--- config.mk ---
export PLATFORM = sky130hd
export DESIGN_NAME = failsafe_command_arbiter_core
export DESIGN_NICKNAME = d
export VERILOG_FILES = /design/src/sv/fca_pkg.sv /design/src/sv/fca_tables.sv /design/src/sv/fca_outbuf.sv /design/src/sv/fca_ctrl.sv /design/src/sv/failsafe_command_arbiter_core.sv
export SDC_FILE = /design/constraint.sdc
export NUM_CORES = 1
export LEC_CHECK = 0
export BUFFER_PORTS_ARGS = -buffer_cell sky130_fd_sc_hd__buf_2
export CAP_MARGIN = 10
export CORE_MARGIN = 1.5
export CORE_UTILIZATION = 35
export CTS_BUF_LIST = sky130_fd_sc_hd__clkbuf_16
export DETAILED_ROUTE_END_ITERATION = 12
export PLACE_DENSITY = 0.48
export SLEW_MARGIN = 30
export SYNTH_ARGS = -nofsm -noshare
export SYNTH_HDL_FRONTEND = slang
export SYNTH_SLANG_ARGS = --single-unit
--- constraint.sdc ---
create_clock -name clk -period 9 [get_ports clk]
set_input_delay 1.8 -clock clk [delete_from_list [all_inputs] [get_ports clk]]
set_output_delay 1.8 -clock clk [all_outputs]
set_load 0.005 [all_outputs]
--- src/sv/fca_pkg.sv ---
// ---------------------------------------------------------------------------
// fca_pkg: shared types and constants of the failsafe command arbiter
// Command and source codes, field widths, item layouts and the structs that
// run between the controller, the table memories and the output buffer.
// ---------------------------------------------------------------------------
package fca_pkg;

	// Field widths
	localparam int CMD_W     = 2;
	localparam int SRC_W     = 2;
	localparam int IDX_FW    = 3;
	localparam int VAL_W     = 32;
	localparam int TIME_W    = 64;
	localparam int CNT_W     = 4;
	localparam int CFG_IDX_W = 1;
	localparam int CFG_W     = 64;

	// Channel index space of the element_index field
	localparam int INDEX_SPACE       = 8;
	localparam int DEF_MAX_ACTUATORS = 8;

	// Stream layouts
	localparam int S_TDATA_W = 104;
	localparam int S_TUSER_W = 4;
	localparam int M_TDATA_W = 40;
	localparam int M_TUSER_W = 2;

	// Configuration register indexes and reset values
	localparam logic [CFG_IDX_W-1:0] REG_ACT_COUNT = 1'b0;
	localparam logic [CFG_IDX_W-1:0] REG_TIMEOUT   = 1'b1;
	localparam logic [CNT_W-1:0]     RST_ACT_COUNT = 4'd8;
	localparam logic [TIME_W-1:0]    RST_TIMEOUT   = 64'd100000000;

	// Control sources
	localparam logic [SRC_W-1:0] SRC_NONE = 2'd0;
	localparam logic [SRC_W-1:0] SRC_DEMO = 2'd1;

	typedef enum logic [CMD_W-1:0] {
		CMD_SELECT = 2'd0,
		CMD_SUBMIT = 2'd1,
		CMD_GET    = 2'd2,
		CMD_LOAD   = 2'd3
	} cmd_t;

	// One result item
	typedef struct packed {
		logic              accepted;
		logic              cmd_valid;
		logic [IDX_FW-1:0] index;
		logic [VAL_W-1:0]  value;
		logic              last;
	} result_t;

	// Output buffer status seen by the controller
	typedef struct packed {
		logic [1:0] count;
		logic       pop;
	} buf_stat_t;

	// Table memory access request
	typedef struct packed {
		logic              cmd_we;
		logic [IDX_FW-1:0] cmd_waddr;
		logic [VAL_W-1:0]  cmd_wdata;
		logic              safe_we;
		logic [IDX_FW-1:0] safe_waddr;
		logic [VAL_W-1:0]  safe_wdata;
		logic              rd_en;
		logic [IDX_FW-1:0] rd_addr;
	} tab_req_t;

endpackage

--- src/sv/fca_tables.sv ---
// ---------------------------------------------------------------------------
// fca_tables: command and safe-value table memories
// Two single-port-write memories with a registered read at a shared address.
// ---------------------------------------------------------------------------
module fca_tables import fca_pkg::*; #(
	parameter int DEPTH = DEF_MAX_ACTUATORS
) (
	input  logic             clk,
	input  tab_req_t         req,
	output logic [VAL_W-1:0] cmd_rd,
	output logic [VAL_W-1:0] safe_rd
);

	localparam int IDX_W = (DEPTH > 1) ? $clog2(DEPTH) : 1;

	logic [VAL_W-1:0] cmd_mem  [DEPTH];
	logic [VAL_W-1:0] safe_mem [DEPTH];
	logic [VAL_W-1:0] cmd_rd_q;
	logic [VAL_W-1:0] safe_rd_q;

	// Command table
	always_ff @(posedge clk) begin
		if (req.cmd_we) begin
			cmd_mem[req.cmd_waddr[IDX_W-1:0]] <= req.cmd_wdata;
		end
		if (req.rd_en) begin
			cmd_rd_q <= cmd_mem[req.rd_addr[IDX_W-1:0]];
		end
	end

	// Safe-value table
	always_ff @(posedge clk) begin
		if (req.safe_we) begin
			safe_mem[req.safe_waddr[IDX_W-1:0]] <= req.safe_wdata;
		end
		if (req.rd_en) begin
			safe_rd_q <= safe_mem[req.rd_addr[IDX_W-1:0]];
		end
	end

	assign cmd_rd  = cmd_rd_q;
	assign safe_rd = safe_rd_q;

endmodule

--- src/sv/fca_outbuf.sv ---
// ---------------------------------------------------------------------------
// fca_outbuf: two-entry result buffer
// Decouples result production from downstream stalls.
// ---------------------------------------------------------------------------
module fca_outbuf import fca_pkg::*; (
	input  logic      clk,
	input  logic      arst_n,
	input  logic      push,
	input  result_t   push_item,
	output logic      out_valid,
	input  logic      out_ready,
	output result_t   out_item,
	output buf_stat_t stat
);

	result_t    ent_q [2];
	logic       wr_ptr_q;
	logic       rd_ptr_q;
	logic [1:0] count_q;
	logic       pop;

	assign out_valid = (count_q != 2'd0);
	assign out_item  = ent_q[rd_ptr_q];
	assign pop       = out_valid && out_ready;
	assign stat      = '{count: count_q, pop: pop};

	// Pointers and fill level
	always_ff @(posedge clk or negedge arst_n) begin
		if (!arst_n) begin
			wr_ptr_q <= 1'b0;
			rd_ptr_q <= 1'b0;
			count_q  <= 2'd0;
		end else begin
			if (push) begin
				wr_ptr_q <= ~wr_ptr_q;
			end
			if (pop) begin
				rd_ptr_q <= ~rd_ptr_q;
			end
			if (push && !pop) begin
				count_q <= count_q + 2'd1;
			end else if (pop && !push) begin
				count_q <= count_q - 2'd1;
			end
		end
	end

	// Entries
	always_ff @(posedge clk) begin
		if (push) begin
			ent_q[wr_ptr_q] <= push_item;
		end
	end

	// No item is written into a full buffer unless one leaves
	a_no_overflow: assert property (@(posedge clk) disable iff (!arst_n)
		(push && count_q == 2'd2) |-> pop)
		else $error("result buffer overflow");

endmodule

--- src/sv/fca_ctrl.sv ---
// ---------------------------------------------------------------------------
// fca_ctrl: command sequencer of the failsafe command arbiter
// Holds source, timestamp and configuration, decodes items and drives the
// table memories through read, copy and write-back steps.
// ---------------------------------------------------------------------------
module fca_ctrl import fca_pkg::*; #(
	parameter int DEPTH = DEF_MAX_ACTUATORS
) (
	input  logic                 clk,
	input  logic                 arst_n,
	input  logic                 cfg_we,
	input  logic [CFG_IDX_W-1:0] cfg_index,
	input  logic [CFG_W-1:0]     cfg_data,
	input  logic                 s_tvalid,
	output logic                 s_tready,
	input  logic [S_TDATA_W-1:0] s_tdata,
	input  logic [S_TUSER_W-1:0] s_tuser,
	output tab_req_t             tab_req,
	input  logic [VAL_W-1:0]     cmd_rd,
	input  logic [VAL_W-1:0]     safe_rd,
	input  buf_stat_t            buf_stat,
	output logic                 push,
	output result_t              push_item
);

	typedef enum logic [4:0] {
		ST_IDLE   = 5'b00001,
		ST_EXEC   = 5'b00010,
		ST_SWEEP  = 5'b00100,
		ST_GET    = 5'b01000,
		ST_FINISH = 5'b10000
	} state_t;

	// Result issue slot, registered ahead of the buffer push
	typedef struct packed {
		logic              vld;
		logic              from_mem;
		logic              use_safe;
		logic              accepted;
		logic              cmd_valid;
		logic [IDX_FW-1:0] index;
		logic              last;
	} iss_t;

	state_t state_q, state_d;

	// Architectural state and configuration
	logic [SRC_W-1:0]  active_src_q;
	logic [TIME_W-1:0] last_time_q;
	logic [CNT_W-1:0]  count_q;
	logic [TIME_W-1:0] timeout_q;

	// Captured item
	cmd_t              cmd_q;
	logic [SRC_W-1:0]  src_q;
	logic [IDX_FW-1:0] idx_q;
	logic [VAL_W-1:0]  val_q;
	logic [TIME_W-1:0] now_q;
	logic              live_q;

	logic [IDX_FW-1:0] cnt_q;
	iss_t              iss, iss_s1;
	logic              copy_vld_s1;
	logic [IDX_FW-1:0] copy_addr_s1;

	logic [CNT_W-1:0]  n_chan;
	logic [IDX_FW-1:0] n_last;
	logic              credit;
	logic              idx_ok, sub_ok, sel_ok, live;
	logic [TIME_W-1:0] age;
	logic              exec_go;
	logic              copy_go;
	logic              cnt_clr, cnt_inc;
	logic [2:0]        fill;

	// Channel count, clamped to 1..DEPTH
	always_comb begin
		n_chan = count_q;
		if (count_q == '0) begin
			n_chan = CNT_W'(1);
		end else if (count_q > CNT_W'(DEPTH)) begin
			n_chan = CNT_W'(DEPTH);
		end
	end
	assign n_last = IDX_FW'(n_chan - CNT_W'(1));

	// Room for one more result counting the one in flight
	assign fill   = {1'b0, buf_stat.count} + {2'b0, iss_s1.vld};
	assign credit = (fill - {2'b0, buf_stat.pop}) <= 3'd1;

	// Decode of the captured item
	assign idx_ok = ({1'b0, idx_q} < n_chan);
	assign sel_ok = (src_q != SRC_NONE);
	assign sub_ok = sel_ok && (src_q == active_src_q) && (now_q != '0) && idx_ok;
	assign age    = now_q - last_time_q;
	assign live   = (active_src_q == SRC_DEMO) ||
	                ((last_time_q != '0) && !(age > timeout_q));

	assign exec_go = (state_q == ST_EXEC) && credit;

	// Sequencer
	always_comb begin
		state_d  = state_q;
		s_tready = 1'b0;
		iss      = '0;
		tab_req  = '0;
		copy_go  = 1'b0;
		cnt_clr  = 1'b0;
		cnt_inc  = 1'b0;
		unique case (state_q)
			ST_IDLE: begin
				s_tready = 1'b1;
				if (s_tvalid) begin
					state_d = ST_EXEC;
				end
			end
			ST_EXEC: begin
				cnt_clr = 1'b1;
				if (credit) begin
					unique case (cmd_q)
						CMD_SELECT: begin
							if (sel_ok) begin
								state_d = ST_SWEEP;
							end else begin
								iss.vld  = 1'b1;
								iss.last = 1'b1;
								state_d  = ST_IDLE;
							end
						end
						CMD_SUBMIT: begin
							tab_req.cmd_we    = sub_ok;
							tab_req.cmd_waddr = idx_q;
							tab_req.cmd_wdata = val_q;
							iss.vld      = 1'b1;
							iss.accepted = sub_ok;
							iss.last     = 1'b1;
							state_d      = ST_IDLE;
						end
						CMD_GET: begin
							state_d = ST_GET;
						end
						CMD_LOAD: begin
							tab_req.cmd_we     = idx_ok;
							tab_req.cmd_waddr  = idx_q;
							tab_req.cmd_wdata  = val_q;
							tab_req.safe_we    = idx_ok;
							tab_req.safe_waddr = idx_q;
							tab_req.safe_wdata = val_q;
							iss.vld      = 1'b1;
							iss.accepted = idx_ok;
							iss.last     = 1'b1;
							state_d      = ST_IDLE;
						end
						default: state_d = ST_IDLE;
					endcase
				end
			end
			ST_SWEEP: begin
				tab_req.rd_en   = 1'b1;
				tab_req.rd_addr = cnt_q;
				copy_go = 1'b1;
				cnt_inc = 1'b1;
				if (cnt_q == n_last) begin
					state_d = ST_FINISH;
				end
			end
			ST_GET: begin
				if (credit) begin
					tab_req.rd_en   = 1'b1;
					tab_req.rd_addr = cnt_q;
					iss.vld       = 1'b1;
					iss.from_mem  = 1'b1;
					iss.use_safe  = !live_q;
					iss.cmd_valid = live_q;
					iss.index     = cnt_q;
					iss.last      = (cnt_q == n_last);
					cnt_inc       = 1'b1;
					if (cnt_q == n_last) begin
						state_d = ST_IDLE;
					end
				end
			end
			ST_FINISH: begin
				if (credit) begin
					iss.vld      = 1'b1;
					iss.accepted = 1'b1;
					iss.last     = 1'b1;
					state_d      = ST_IDLE;
				end
			end
			default: state_d = ST_IDLE;
		endcase

		// Write back a restored safe value in the cycle after its read
		if (copy_vld_s1) begin
			tab_req.cmd_we    = 1'b1;
			tab_req.cmd_waddr = copy_addr_s1;
			tab_req.cmd_wdata = safe_rd;
		end
	end

	// Control state, source, timestamp, issue slot and configuration
	always_ff @(posedge clk or negedge arst_n) begin
		if (!arst_n) begin
			state_q      <= ST_IDLE;
			active_src_q <= SRC_DEMO;
			last_time_q  <= '0;
			count_q      <= RST_ACT_COUNT;
			timeout_q    <= RST_TIMEOUT;
			cnt_q        <= '0;
			iss_s1       <= '0;
			copy_vld_s1  <= 1'b0;
		end else begin
			state_q     <= state_d;
			iss_s1      <= iss;
			copy_vld_s1 <= copy_go;
			if (cnt_clr) begin
				cnt_q <= '0;
			end else if (cnt_inc) begin
				cnt_q <= cnt_q + IDX_FW'(1);
			end
			if (cfg_we) begin
				unique case (cfg_index)
					REG_ACT_COUNT: count_q   <= cfg_data[CNT_W-1:0];
					REG_TIMEOUT:   timeout_q <= cfg_data;
					default: ;
				endcase
			end
			if (exec_go) begin
				if (cmd_q == CMD_SELECT && sel_ok) begin
					active_src_q <= src_q;
					last_time_q  <= '0;
				end else if (cmd_q == CMD_SUBMIT && sub_ok && idx_q == n_last) begin
					last_time_q <= now_q;
				end
			end
		end
	end

	// Item capture and restore address
	always_ff @(posedge clk) begin
		if (s_tvalid && s_tready) begin
			cmd_q <= cmd_t'(s_tuser[1:0]);
			src_q <= s_tuser[3:2];
			idx_q <= s_tdata[2:0];
			val_q <= s_tdata[34:3];
			now_q <= s_tdata[98:35];
		end
		if (exec_go) begin
			live_q <= live;
		end
		copy_addr_s1 <= cnt_q;
	end

	// Buffer push
	assign push = iss_s1.vld;
	always_comb begin
		push_item           = '0;
		push_item.accepted  = iss_s1.accepted;
		push_item.cmd_valid = iss_s1.cmd_valid;
		push_item.index     = iss_s1.index;
		push_item.last      = iss_s1.last;
		if (iss_s1.from_mem) begin
			push_item.value = iss_s1.use_safe ? safe_rd : cmd_rd;
		end
	end

	// Buffered plus in-flight results never exceed the buffer depth
	a_credit: assert property (@(posedge clk) disable iff (!arst_n)
		({1'b0, buf_stat.count} + {2'b0, iss_s1.vld}) <= 3'd2)
		else $error("result credit exceeded");

	// Safe-value restore writes only follow a sweep read
	a_copy_phase: assert property (@(posedge clk) disable iff (!arst_n)
		copy_vld_s1 |-> (state_q == ST_SWEEP || state_q == ST_FINISH))
		else $error("restore write outside select sweep");

	// A sweep never overlaps a new item
	a_sweep_busy: assert property (@(posedge clk) disable iff (!arst_n)
		(state_q == ST_SWEEP) |=> !$past(s_tready))
		else $error("item taken during sweep");

endmodule

--- src/sv/failsafe_command_arbiter_core.sv ---
// ---------------------------------------------------------------------------
// failsafe_command_arbiter_core: actuator command guard with safe fallback
// Sequence: a submit, load or rejected select result is issued in the execute
//   state, registered in the issue slot and then pushed into the output buffer;
//   get results follow one per cycle while the buffer has room. A new item is
//   taken only in idle, after the last one is through; get and an accepted select
//   step through the channels in use, one table memory read per channel.
// Reset: source demo mission, timestamp 0, registers to defaults; table
//   contents stay undefined until loaded, there is no clearing pass.
// ---------------------------------------------------------------------------
module failsafe_command_arbiter_core import fca_pkg::*; #(
	parameter int MAX_ACTUATORS = DEF_MAX_ACTUATORS
) (
	input  logic                 clk,
	input  logic                 arst_n,
	// Configuration write port
	input  logic                 cfg_we,
	input  logic [CFG_IDX_W-1:0] cfg_index,
	input  logic [CFG_W-1:0]     cfg_data,
	// Input items
	input  logic                 s_tvalid,
	output logic                 s_tready,
	input  logic [S_TDATA_W-1:0] s_tdata,  // element_index[2:0], value[34:3], now_time[98:35]
	input  logic [S_TUSER_W-1:0] s_tuser,  // cmd[1:0], source[3:2]
	// Result items
	output logic                 m_tvalid,
	input  logic                 m_tready,
	output logic [M_TDATA_W-1:0] m_tdata,  // out_index[2:0], out_value[34:3]
	output logic [M_TUSER_W-1:0] m_tuser,  // accepted[0], cmd_valid[1]
	output logic                 m_tlast
);

	localparam int DEPTH = (MAX_ACTUATORS < INDEX_SPACE) ? MAX_ACTUATORS : INDEX_SPACE;

	tab_req_t         tab_req;
	logic [VAL_W-1:0] cmd_rd;
	logic [VAL_W-1:0] safe_rd;
	buf_stat_t        buf_stat;
	logic             push;
	result_t          push_item;
	result_t          out_item;

	fca_ctrl #(
		.DEPTH(DEPTH)
	) u_ctrl (
		.clk      (clk),
		.arst_n   (arst_n),
		.cfg_we   (cfg_we),
		.cfg_index(cfg_index),
		.cfg_data (cfg_data),
		.s_tvalid (s_tvalid),
		.s_tready (s_tready),
		.s_tdata  (s_tdata),
		.s_tuser  (s_tuser),
		.tab_req  (tab_req),
		.cmd_rd   (cmd_rd),
		.safe_rd  (safe_rd),
		.buf_stat (buf_stat),
		.push     (push),
		.push_item(push_item)
	);

	fca_tables #(
		.DEPTH(DEPTH)
	) u_tables (
		.clk    (clk),
		.req    (tab_req),
		.cmd_rd (cmd_rd),
		.safe_rd(safe_rd)
	);

	fca_outbuf u_outbuf (
		.clk      (clk),
		.arst_n   (arst_n),
		.push     (push),
		.push_item(push_item),
		.out_valid(m_tvalid),
		.out_ready(m_tready),
		.out_item (out_item),
		.stat     (buf_stat)
	);

	// Result packing
	assign m_tdata = {5'b0, out_item.value, out_item.index};
	assign m_tuser = {out_item.cmd_valid, out_item.accepted};
	assign m_tlast = out_item.last;

endmodule

# Yosys cells after proc, flatten, opt, wreduce, memory -nomap -nowiden
# Memories as Yosys holds them, arrays and structs flattened. A register that Yosys moved wholly into a read port is not among the register bits.
# Index checks and enable logic that the tools add are counted.
[totals] out_inout_bits=45 ramBits=588 mem_count=3 word_cells=140 input_bits=178 reg_bits=263
[memory_table] memory="u_tables.cmd_mem" depth=8 width=32 read_ports=1 rd_clocked_by_memory_dff=1 write_ports=1 line="fca_tables.sv:16" source="logic [VAL_W-1:0] cmd_mem [DEPTH];"
[memory_table] memory="u_tables.safe_mem" depth=8 width=32 read_ports=1 rd_clocked_by_memory_dff=1 write_ports=1 line="fca_tables.sv:17" source="logic [VAL_W-1:0] safe_mem [DEPTH];"
[memory_table] memory="u_outbuf.ent_q" depth=2 width=38 read_ports=1 rd_clocked_by_memory_dff=0 write_ports=1 line="fca_outbuf.sv:16" source="result_t ent_q [2];"
[op_classes] n_addsub=7 n_mux=49 n_eq_ne=18 reduce_logical=32 order_cmp=4 bitwise_logic=3
[op_table] cell="$mux 72" n=2
[op_table] cell="$mux 64" n=2
[op_table] cell="$reduce_bool 64->1" n=2
[op_table] cell="$mux 36" n=2
[op_table] cell="$pmux 36 s2" n=1
[op_table] cell="$gt 64x64->1" n=1
[op_table] cell="$mux 32" n=2
[op_table] cell="$sub 64x64->64" n=1
[op_table] cell="$mux 5" n=7
[op_table] cell="$pmux 5 s5" n=1
[op_table] cell="$mux 4" n=4
[op_table] cell="$pmux 5 s3" n=1
[op_table] cell="$mux 1" n=13
[op_table] cell="$logic_and 1x1->1" n=12
[op_table] cell="$mux 3" n=4
[op_table] cell="$ne 2x1->1 const B" n=5
[op_table] cell="$reduce_bool 2->1" n=5
[op_table] cell="$pmux 1 s2" n=4
[op_table] cell="$pmux 4 s2" n=1
[op_table] cell="$reduce_and 2->1" n=4
[op_table] cell="$eq 3x3->1" n=2
[op_table] cell="$mux 2" n=3
[op_table] cell="$pmux 1 s3" n=2
[op_table] cell="$reduce_and 6->1" n=1
[op_table] cell="other kinds (24)" n=31

# Depth between registers and ports, before layout
# Gate-level depths: netlist of run 1.
[depth] word_depth=11 depth_mapped=23 depth_no_buf=23

# Modules after synthesis
# A second synthesis of run 1 with hierarchy kept.
[hier_totals] hier_cells=2776 hier_area_um2=41088.2
[modules_own_cells] mod="fca_tables" area_each_um2=21250.4 seq_area_each_um2=17296.6 cells_each=829 instances=1
[modules_own_cells] mod="fca_ctrl" area_each_um2=16811.1 seq_area_each_um2=7005.5 cells_each=1806 instances=1
[modules_own_cells] mod="fca_outbuf" area_each_um2=2985.4 seq_area_each_um2=2382.3 cells_each=135 instances=1
[modules_own_cells] mod="failsafe_command_arbiter_core" area_each_um2=41.3 seq_area_each_um2=0.0 cells_each=6 instances=1

# Worst setup path after synthesis of run 1
# No wires, ideal clock.
[synth_timing] kind="input to register" startpoint="input m_tready" endpoint="memory u_tables.safe_mem[4][0] (enable)" cell_stages=14 n_path_buf=3 setup_slack_ns=2.275 setup_time_ns=0.461 arrival_time_ns=6.264 t_required_ns=8.539 path_cell_list="nand2_1 -> inv_1 -> ha_1 -> inv_1 -> ha_1 -> fa_1 -> xor2_1 -> nor2b_1 -> clkbuf_1 -> and3_1 -> clkbuf_1 -> clkbuf_1 -> nand3_1 -> nor3_1"
[synth_lines] item="start, declared" line="failsafe_command_arbiter_core.sv:27" source="input logic m_tready,"
[synth_lines] item="end, declared" line="fca_tables.sv:17"

# Final worst setup path of run 1
[layout_timing] startpoint="register u_ctrl.now_q[0]" endpoint="register u_ctrl.live_q, data pin"
[layout_between] elab_chain_cells=5
[layout_lines] item="start, declared" line="fca_ctrl.sv:58" source="logic [TIME_W-1:0] now_q;"
[layout_lines] item="start signal, assigned" line="fca_ctrl.sv:247" source="now_q <= s_tdata[98:35];"
[layout_lines] item="$sub 64x64->64" line="fca_ctrl.sv:95" source="assign age = now_q - last_time_q;"
[layout_lines] item="$gt 64x64->1" line="fca_ctrl.sv:97" source="((last_time_q != '0) && !(age > timeout_q));"
[layout_lines] item="$logic_not 1->1" line="fca_ctrl.sv:97"
[layout_lines] item="$logic_and 1x1->1" line="fca_ctrl.sv:97"
[layout_lines] item="$logic_or 1x1->1" line="fca_ctrl.sv:96" source="assign live = (active_src_q == SRC_DEMO) ||"
[layout_lines] item="named net u_ctrl.live" line="fca_ctrl.sv:69" source="logic idx_ok, sub_ok, sel_ok, live;"
[layout_lines] item="end signal, assigned" line="fca_ctrl.sv:250" source="live_q <= live;"
[layout_lines] item="end, declared" line="fca_ctrl.sv:59" source="logic live_q;"
# The timed path passes the listed nets, and every way through them passes these cells.
# A chain may end at the register's enable or synchronous reset.

==> results.py, run 1 <==
metrics = {
    "drt": {
        "via_count": 23653,
        "vias_per_cell": 5.16,
        "drt_iter0_drc": 1770,
        "drt_wl_total_um": 109000,
        "antenna_left": 0,
        "drc": 0,
        "first_pass_iters": 5,
        "avgRoutedWirePerCell_um": 23.8,
    },
    "logic_synthesis": {
        "synth.avg_cell_area_um2": 14.9,
        "yosys-top-cells-area": "edfxtp_1, dfrtp_1, mux4_2",
        "synth_top_area_share": 0.555,
        "synthFlopType": "edfxtp_1",
        "synth.largest_area_cell": "edfxtp_1",
        "netlist_area_um2": 40900,
        "ys_ff_latch": 915,
        "synth_edf_count": 756,
        "netlist_top_cells_count": "edfxtp_1, nand2_1, mux2_2",
        "yosysUniqueCellTypes": 81,
        "async_flop_share": 0.170,
        "yosysWarnings": 0,
        "syn_inst": 2750,
        "yosys.cell_count.top_type": "edfxtp_1",
        "synth_seq_area_share": 0.652,
    },
    "pwr": {
        "pwr-share-clk": 0.365,
        "power_frac_comb": 0.169,
        "totalPowerFinal_mw": 10.8,
        "power_switching_share": 0.278,
        "p_leak_nw": 16.6,
        "p_switching_mw": 3.01,
        "p_per_area_nw_per_um2": 230,
        "cell_internal_pwr_mw": 7.80,
        "seqPwrFrac": 0.466,
        "ir_drop_uv": 159,
    },
    "die": {
        "initial_core_util": 0.353,
        "io_pins": 223,
        "die_h_um": 345,
        "dieArea_um2": 119000,
        "std_cell_rows": 125,
        "fp.dieW_um": 345,
        "fp.coreArea_um2": 116000,
    },
    "final_layout": {
        "fill_cells": 10799,
        "finalCoreUtilization": 0.404,
        "final_cells": 4582,
        "n_antenna_cell": 0,
        "fin_nets": 3289,
        "area.growth.synth_to_final_pct": 14.6,
        "drive_gt1_frac": 0.247,
    },
    "cts": {
        "root_buffer": "clkbuf_16",
        "clk_pin_slew_ns": 0.06,
        "ctsHtreeMaxLevel": 3,
        "clk_path_buf_depth": 3,
        "cts_tree": "built",
        "cts_hold_buffers": 0,
        "clock_latency_ns": 0.70,
        "cts_resized": 0,
        "cts_buffers": 103,
        "cts_sinks": 915,
        "post_cts_buffers": 0,
    },
    "placement": {
        "place_hpwl_um": 69600,
        "place_inst": 4392,
        "io_buffer_count": 212,
        "gp_congestion": 0.900,
    },
    "worst_setup_path": {
        "cp-end-kind": "flip-flop",
        "critPathLaunchType": "flip-flop",
        "crit_slowest_cell": "nor4_1",
        "arrival_ns": 6.65,
        "crit_type": "reg -> reg",
        "crit_chain": "inv_1 -> ha_1 -> inv_1 -> fa_1 -> a21o_1 -> a221oi_2 -> o21ba_2 -> o2111ai_1 -> a31oi_2 -> o21ai_1 -> a31oi_2 -> o21ai_1 -> o311a_1 -> ha_1 -> nand4_1 -> nor4_1 -> nand2_1 -> or4_1 -> o211ai_1",
        "crit_path_max_incr_delay_ns": 0.68,
        "path_max_fanout": 4,
        "worstPathRequired_ns": 9.51,
    },
    "sta": {
        "setup-tns-final_ns": 0,
        "finalClockSkew_ns": 0.0626,
        "worstMarginPinSlew_ns": 1.03,
        "rsz0062_at_grt": "no",
        "fmax_mhz": 163,
        "setup_viol": 0,
        "drv_slew": 0,
        "period_share": 0.683,
        "final-hold-violation-count": 0,
        "period_needed_ns": 6.14,
        "relSlewSlack": 0.304,
        "timing.hold.ws_ns": 0.424,
    },
    "run": {
        "drv_cap": 0,
    },
    "global_routing": {
        "grtUsageTotal": 0.184,
        "antenna_found_initial": 4,
        "grt_max_degree": 94,
        "grt_pass1_wl_um": 160000,
        "grt.overflow.total": 0,
        "grt_pass1_vias": 24690,
    },
    "min_path": {
        "hold_path_class": "reg -> reg",
    },
    "status": {
        "status": "finished clean",
    },
}
==> logic make-up (layout without fill, tap and decap cells) <==
kind of cell,after synthesis,in the layout,share of synthesized area
compound gates,330,330,0.0517
flops,915,915,0.652
simple gates,664,664,0.0799
buf+inv,293,597,0.0315
mux,335,335,0.126
other cells,1,5,0.0000917
xor+xnor,75,75,0.0161
fa+ha+maj,137,137,0.0423
==> area by class of cell <==
| class | instances | area (um2) | area share |
|---|---|---|---|
| inverters | 156 | 588 | 0.0125 |
| multi-input cells | 1546 | 13100 | 0.280 |
| repair buffers | 252 | 1400 | 0.0299 |
| clock buffers | 106 | 2650 | 0.0566 |
| flip-flops and latches | 915 | 26700 | 0.569 |
| clock inverters | 83 | 548 | 0.0117 |
| well taps | 1524 | 1910 | 0.0407 |
==> state kept, by name, summed over array words and instances, names as in the netlist, 6 cells and up <==
name	flops
u_outbuf.ent_q	76
u_tables.safe_mem	256
u_ctrl.val_q	32
u_ctrl.last_time_q	64
u_ctrl.timeout_q	64
u_tables.safe_rd	32
u_ctrl.now_q	64
u_ctrl.push_item	6
u_tables.cmd_rd	32
u_tables.cmd_mem	256
==> metal layers <==
metal | vias up | GRT usage | share of wire
li1 | 10834 | - | -
met1 | 12162 | 0.250 | 0.45
met2 | 514 | 0.308 | 0.49
met3 | 141 | 0.0280 | 0.039
met4 | 2 | 0.0446 | 0.021
met5 | - | 0 | 0.00012
==> stage by stage <==
stage | setup WS (ns) | cell area [um2]
after floorplan | 2.28 | 40900
after global placement | 2.03 | 43600
after detailed placement | 2.18 | 43600
after CTS | 2.88 | 46800
after global routing | 2.57 | 46900
final | 2.86 | 46900
==> layout by cell type (no fill, tap or decap), drive strengths merged, types with 73 or more instances in the layout <==
master and instances:
nand3 85, buf 251, dfrtp 141, ha 135
edfxtp 756, mux4 128, o21ai 86, inv 192
nand2 271, a21oi 97, nor2 73, clkbuf 107
mux2 172
==> final timing paths <==
kind | from | end | slack [ns] | cells past startpoint
hold reg to reg | u_ctrl.push_item[33]$_DFF_PN0_ | u_outbuf.ent_q[1][33]$_DFFE_PP_ | 0.42 | 0
setup / recovery | u_ctrl.now_q[0]$_DFFE_PP_ | u_ctrl.live_q$_DFFE_PP_ | 2.86 | 19
min in group asynchronous | arst_n | u_ctrl.timeout_q[58]$_DFFE_PN0P_ | 0.99 | 1
max in group asynchronous | arst_n | u_ctrl.timeout_q[6]$_DFFE_PN0P_ | 6.85 | 2
hold / removal | u_ctrl.push_item[33]$_DFF_PN0_ | u_outbuf.ent_q[1][33]$_DFFE_PP_ | 0.42 | 0
setup reg to reg | u_ctrl.now_q[0]$_DFFE_PP_ | u_ctrl.live_q$_DFFE_PP_ | 2.86 | 19
==> worst max-delay path, delay by kind of cell, from the launching register on <==
kind | cells | cell delay [ns]
AO/OA/AOI/OAI | 10 | 2.86
AND/OR/NAND/NOR | 4 | 1.68
adder cells (fa/ha/maj) | 3 | 0.88
flip-flops | 1 | 0.40
buffers and inverters | 2 | 0.17
==> power groups by stage <==
stage	combinational, mW	sequential, mW	clock, mW
4_1_cts	1.84	5.04	4.06
3_3_place_gp	1.79	5.12	0
2_1_floorplan	1.28	4.99	0
6_report	1.82	5.04	3.95
3_5_place_dp	1.82	5.12	0
5_1_grt	2.03	5.06	4.20
(Power assumes the default switching activity.)
==> run 2, diff against run 1 <==
--- a/config.mk
+++ b/config.mk
@@ -11,7 +11,7 @@
 export CORE_UTILIZATION = 35
 export CTS_BUF_LIST = sky130_fd_sc_hd__clkbuf_16
 export DETAILED_ROUTE_END_ITERATION = 12
-export PLACE_DENSITY = 0.48
+export PLACE_DENSITY = 0.49
 export SLEW_MARGIN = 30
 export SYNTH_ARGS = -nofsm -noshare
 export SYNTH_HDL_FRONTEND = slang
==> constraint.sdc (replaced) <==
create_clock -name clk -period 5.49 [get_ports clk]
set_input_delay 1.098 -clock clk [delete_from_list [all_inputs] [get_ports clk]]
set_output_delay 1.098 -clock clk [all_outputs]
set_load 0.005 [all_outputs]
==> run 2 against run 1 <==
Wire length up 2.1%. Register-to-register slack worse by 2.7 ns. Hold slack worse by 0.19 ns. Total power up 67%. Largest cell class unchanged. Fmax up 16%. Clock skew down 0.0087 ns. Combinational power up 73%. Highest routed layer is now met4. Worst setup slack worse by 2.7 ns.
==> results.py, run 2 (same netlist as run 1, synthesis figures left out) <==
metrics = {
    "sta": {
        "setup_slack_ns": 0.207,
        "finalClockSkew_ns": 0.0538,
        "fmax_mhz": 189,
        "period_share": 0.962,
        "setup-tns-final_ns": 0,
        "drv_slew": 0,
        "setup_viol": 0,
        "period_needed_ns": 5.28,
        "worstMarginPinSlew_ns": 0.960,
        "relSlewSlack": 0.360,
        "rsz0062_at_grt": "no",
        "timing.hold.ws_ns": 0.237,
        "final-hold-violation-count": 0,
    },
    "die": {
        "dieArea_um2": 119000,
        "die_h_um": 345,
        "std_cell_rows": 125,
        "initial_core_util": 0.353,
        "io_pins": 223,
        "fp.dieW_um": 345,
        "fp.coreArea_um2": 116000,
    },
    "pwr": {
        "p_per_area_nw_per_um2": 378,
        "seqPwrFrac": 0.458,
        "power_switching_share": 0.281,
        "ir_drop_uv": 253,
        "pwr-share-clk": 0.368,
        "p_switching_mw": 5.05,
        "cell_internal_pwr_mw": 13.0,
        "power_frac_comb": 0.174,
        "p_leak_nw": 17.0,
        "totalPowerFinal_mw": 18.0,
    },
    "placement": {
        "place_ws_ns": -0.113,
        "gp_congestion": 0.865,
        "dpl_cell_area_um2": 44300,
        "io_buffer_count": 212,
        "place_hpwl_um": 73100,
        "place_inst": 4443,
    },
    "worst_setup_path": {
        "r2r_cells": 18,
        "path_max_fanout": 5,
        "worstPathRequired_ns": 6.03,
        "arrival_ns": 5.82,
        "cp-end-kind": "flip-flop",
        "critPathLaunchType": "flip-flop",
        "ff2ff_setup_slack_ns": 0.21,
        "crit_type": "reg -> reg",
    },
    "drt": {
        "via_count": 24004,
        "avgRoutedWirePerCell_um": 24.1,
        "antenna_left": 0,
        "drt_iter0_drc": 1589,
        "drt_wl_total_um": 111000,
        "drc": 0,
        "vias_per_cell": 5.18,
        "first_pass_iters": 7,
    },
    "final_layout": {
        "finalCoreUtilization": 0.411,
        "layout_commonest_cell": "edfxtp_1",
        "fin_nets": 3339,
        "fill_cells": 10728,
        "layout_common_cells": "edfxtp_1, nand2_1, buf_2",
        "final_cells": 4632,
        "area.growth.synth_to_final_pct": 16.6,
        "drive_gt1_frac": 0.266,
        "postLayoutCellArea_um2": 47700,
    },
    "global_routing": {
        "gr-usage-met3": 0.0327,
        "grt_pass1_vias": 25445,
        "use_met2": 0.319,
        "grt_util_met1": 0.253,
        "grtUsageTotal": 0.188,
        "antenna_found_initial": 1,
        "busiest_layer": "met2",
        "grt_pass1_wl_um": 164000,
        "grt.overflow.total": 0,
        "grt_max_degree": 99,
    },
    "cts": {
        "cts_sinks": 915,
        "clock_latency_ns": 0.72,
        "clk_pin_slew_ns": 0.07,
        "ctsHtreeMaxLevel": 3,
        "clk_path_buf_depth": 3,
        "cts_tree": "built",
        "cts_buffers": 101,
        "root_buffer": "clkbuf_16",
    },
    "run": {
        "drv_cap": 0,
    },
    "min_path": {
        "hold_path_class": "in -> async",
    },
    "status": {
        "status": "finished clean",
    },
}
run 2: cell count changes in the layout (fill, tap and decap cells not counted), sizes merged, moves of 4 or more:
cell	delta
buf	+53
clkbuf	-5
bufinv	+4
inv	-8
clkinv	+6
run 2: area by class of cell:
| type | instances | area [um2] | area share |
|---|---|---|---|
| inverter | 156 | 591 | 0.0124 |
| clock inverter | 84 | 719 | 0.0151 |
| sequential | 915 | 26700 | 0.560 |
| timing repair buffer | 304 | 2050 | 0.0430 |
| tap | 1524 | 1910 | 0.0400 |
| multi-input combinational | 1546 | 13200 | 0.276 |
| antenna | 1 | 2.50 | 0.0000525 |
| clock buffer | 102 | 2550 | 0.0535 |
run 2: final timing paths:
check	from	to
max	u_ctrl.now_q[1]$_DFFE_PP_	u_ctrl.live_q$_DFFE_PP_
min	arst_n	u_ctrl.last_time_q[54]$_DFFE_PN0P_
max reg2reg	u_ctrl.now_q[1]$_DFFE_PP_	u_ctrl.live_q$_DFFE_PP_
min reg2reg	u_ctrl.push_item[35]$_DFF_PN0_	u_outbuf.ent_q[0][35]$_DFFE_PP_
max in group asynchronous	arst_n	u_ctrl.timeout_q[8]$_DFFE_PN1P_
min in group clk	u_ctrl.push_item[35]$_DFF_PN0_	u_outbuf.ent_q[0][35]$_DFFE_PP_
run 2: critical path, cell delays in order (launching register included):
cell and delay, ns:
edfxtp_1 0.49, ha_1 0.32, nor2b_1 0.18, o2111ai_1 0.16, a211o_1 0.38, a21o_1 0.21, a31o_1 0.31, o211ai_4 0.36
nand3_1 0.11, and2_1 0.23, o41ai_2 0.25, xor2_1 0.11, ha_1 0.31, nand4_1 0.15, or4_1 0.57, nor2_1 0.12
nand2_1 0.14, or4_1 0.51, o211ai_1 0.22
run 2: what timing repair did:
item	4_1_cts	5_1_grt
gates resized for setup	2	13
hold buffers	0	0
setup buffers	0	1
endpoints found under the setup margin	1	1
pin swaps	0	6
run 2: power groups by stage:
stage | logic (mW) | registers (mW) | clock network [mW]
6_report | 3.14 | 8.24 | 6.63
5_1_grt | 3.47 | 8.28 | 7.09
4_1_cts | 3.16 | 8.25 | 6.81
3_5_place_dp | 3.13 | 8.39 | 0
3_3_place_gp | 3.07 | 8.38 | 0
2_1_floorplan | 2.10 | 8.18 | 0
run 2: metal layers:
layer	up-vias	wire length, um
li1	10942	-
met1	12417	49500
met2	514	55100
met3	131	5010
met4	0	1860
met5	-	0
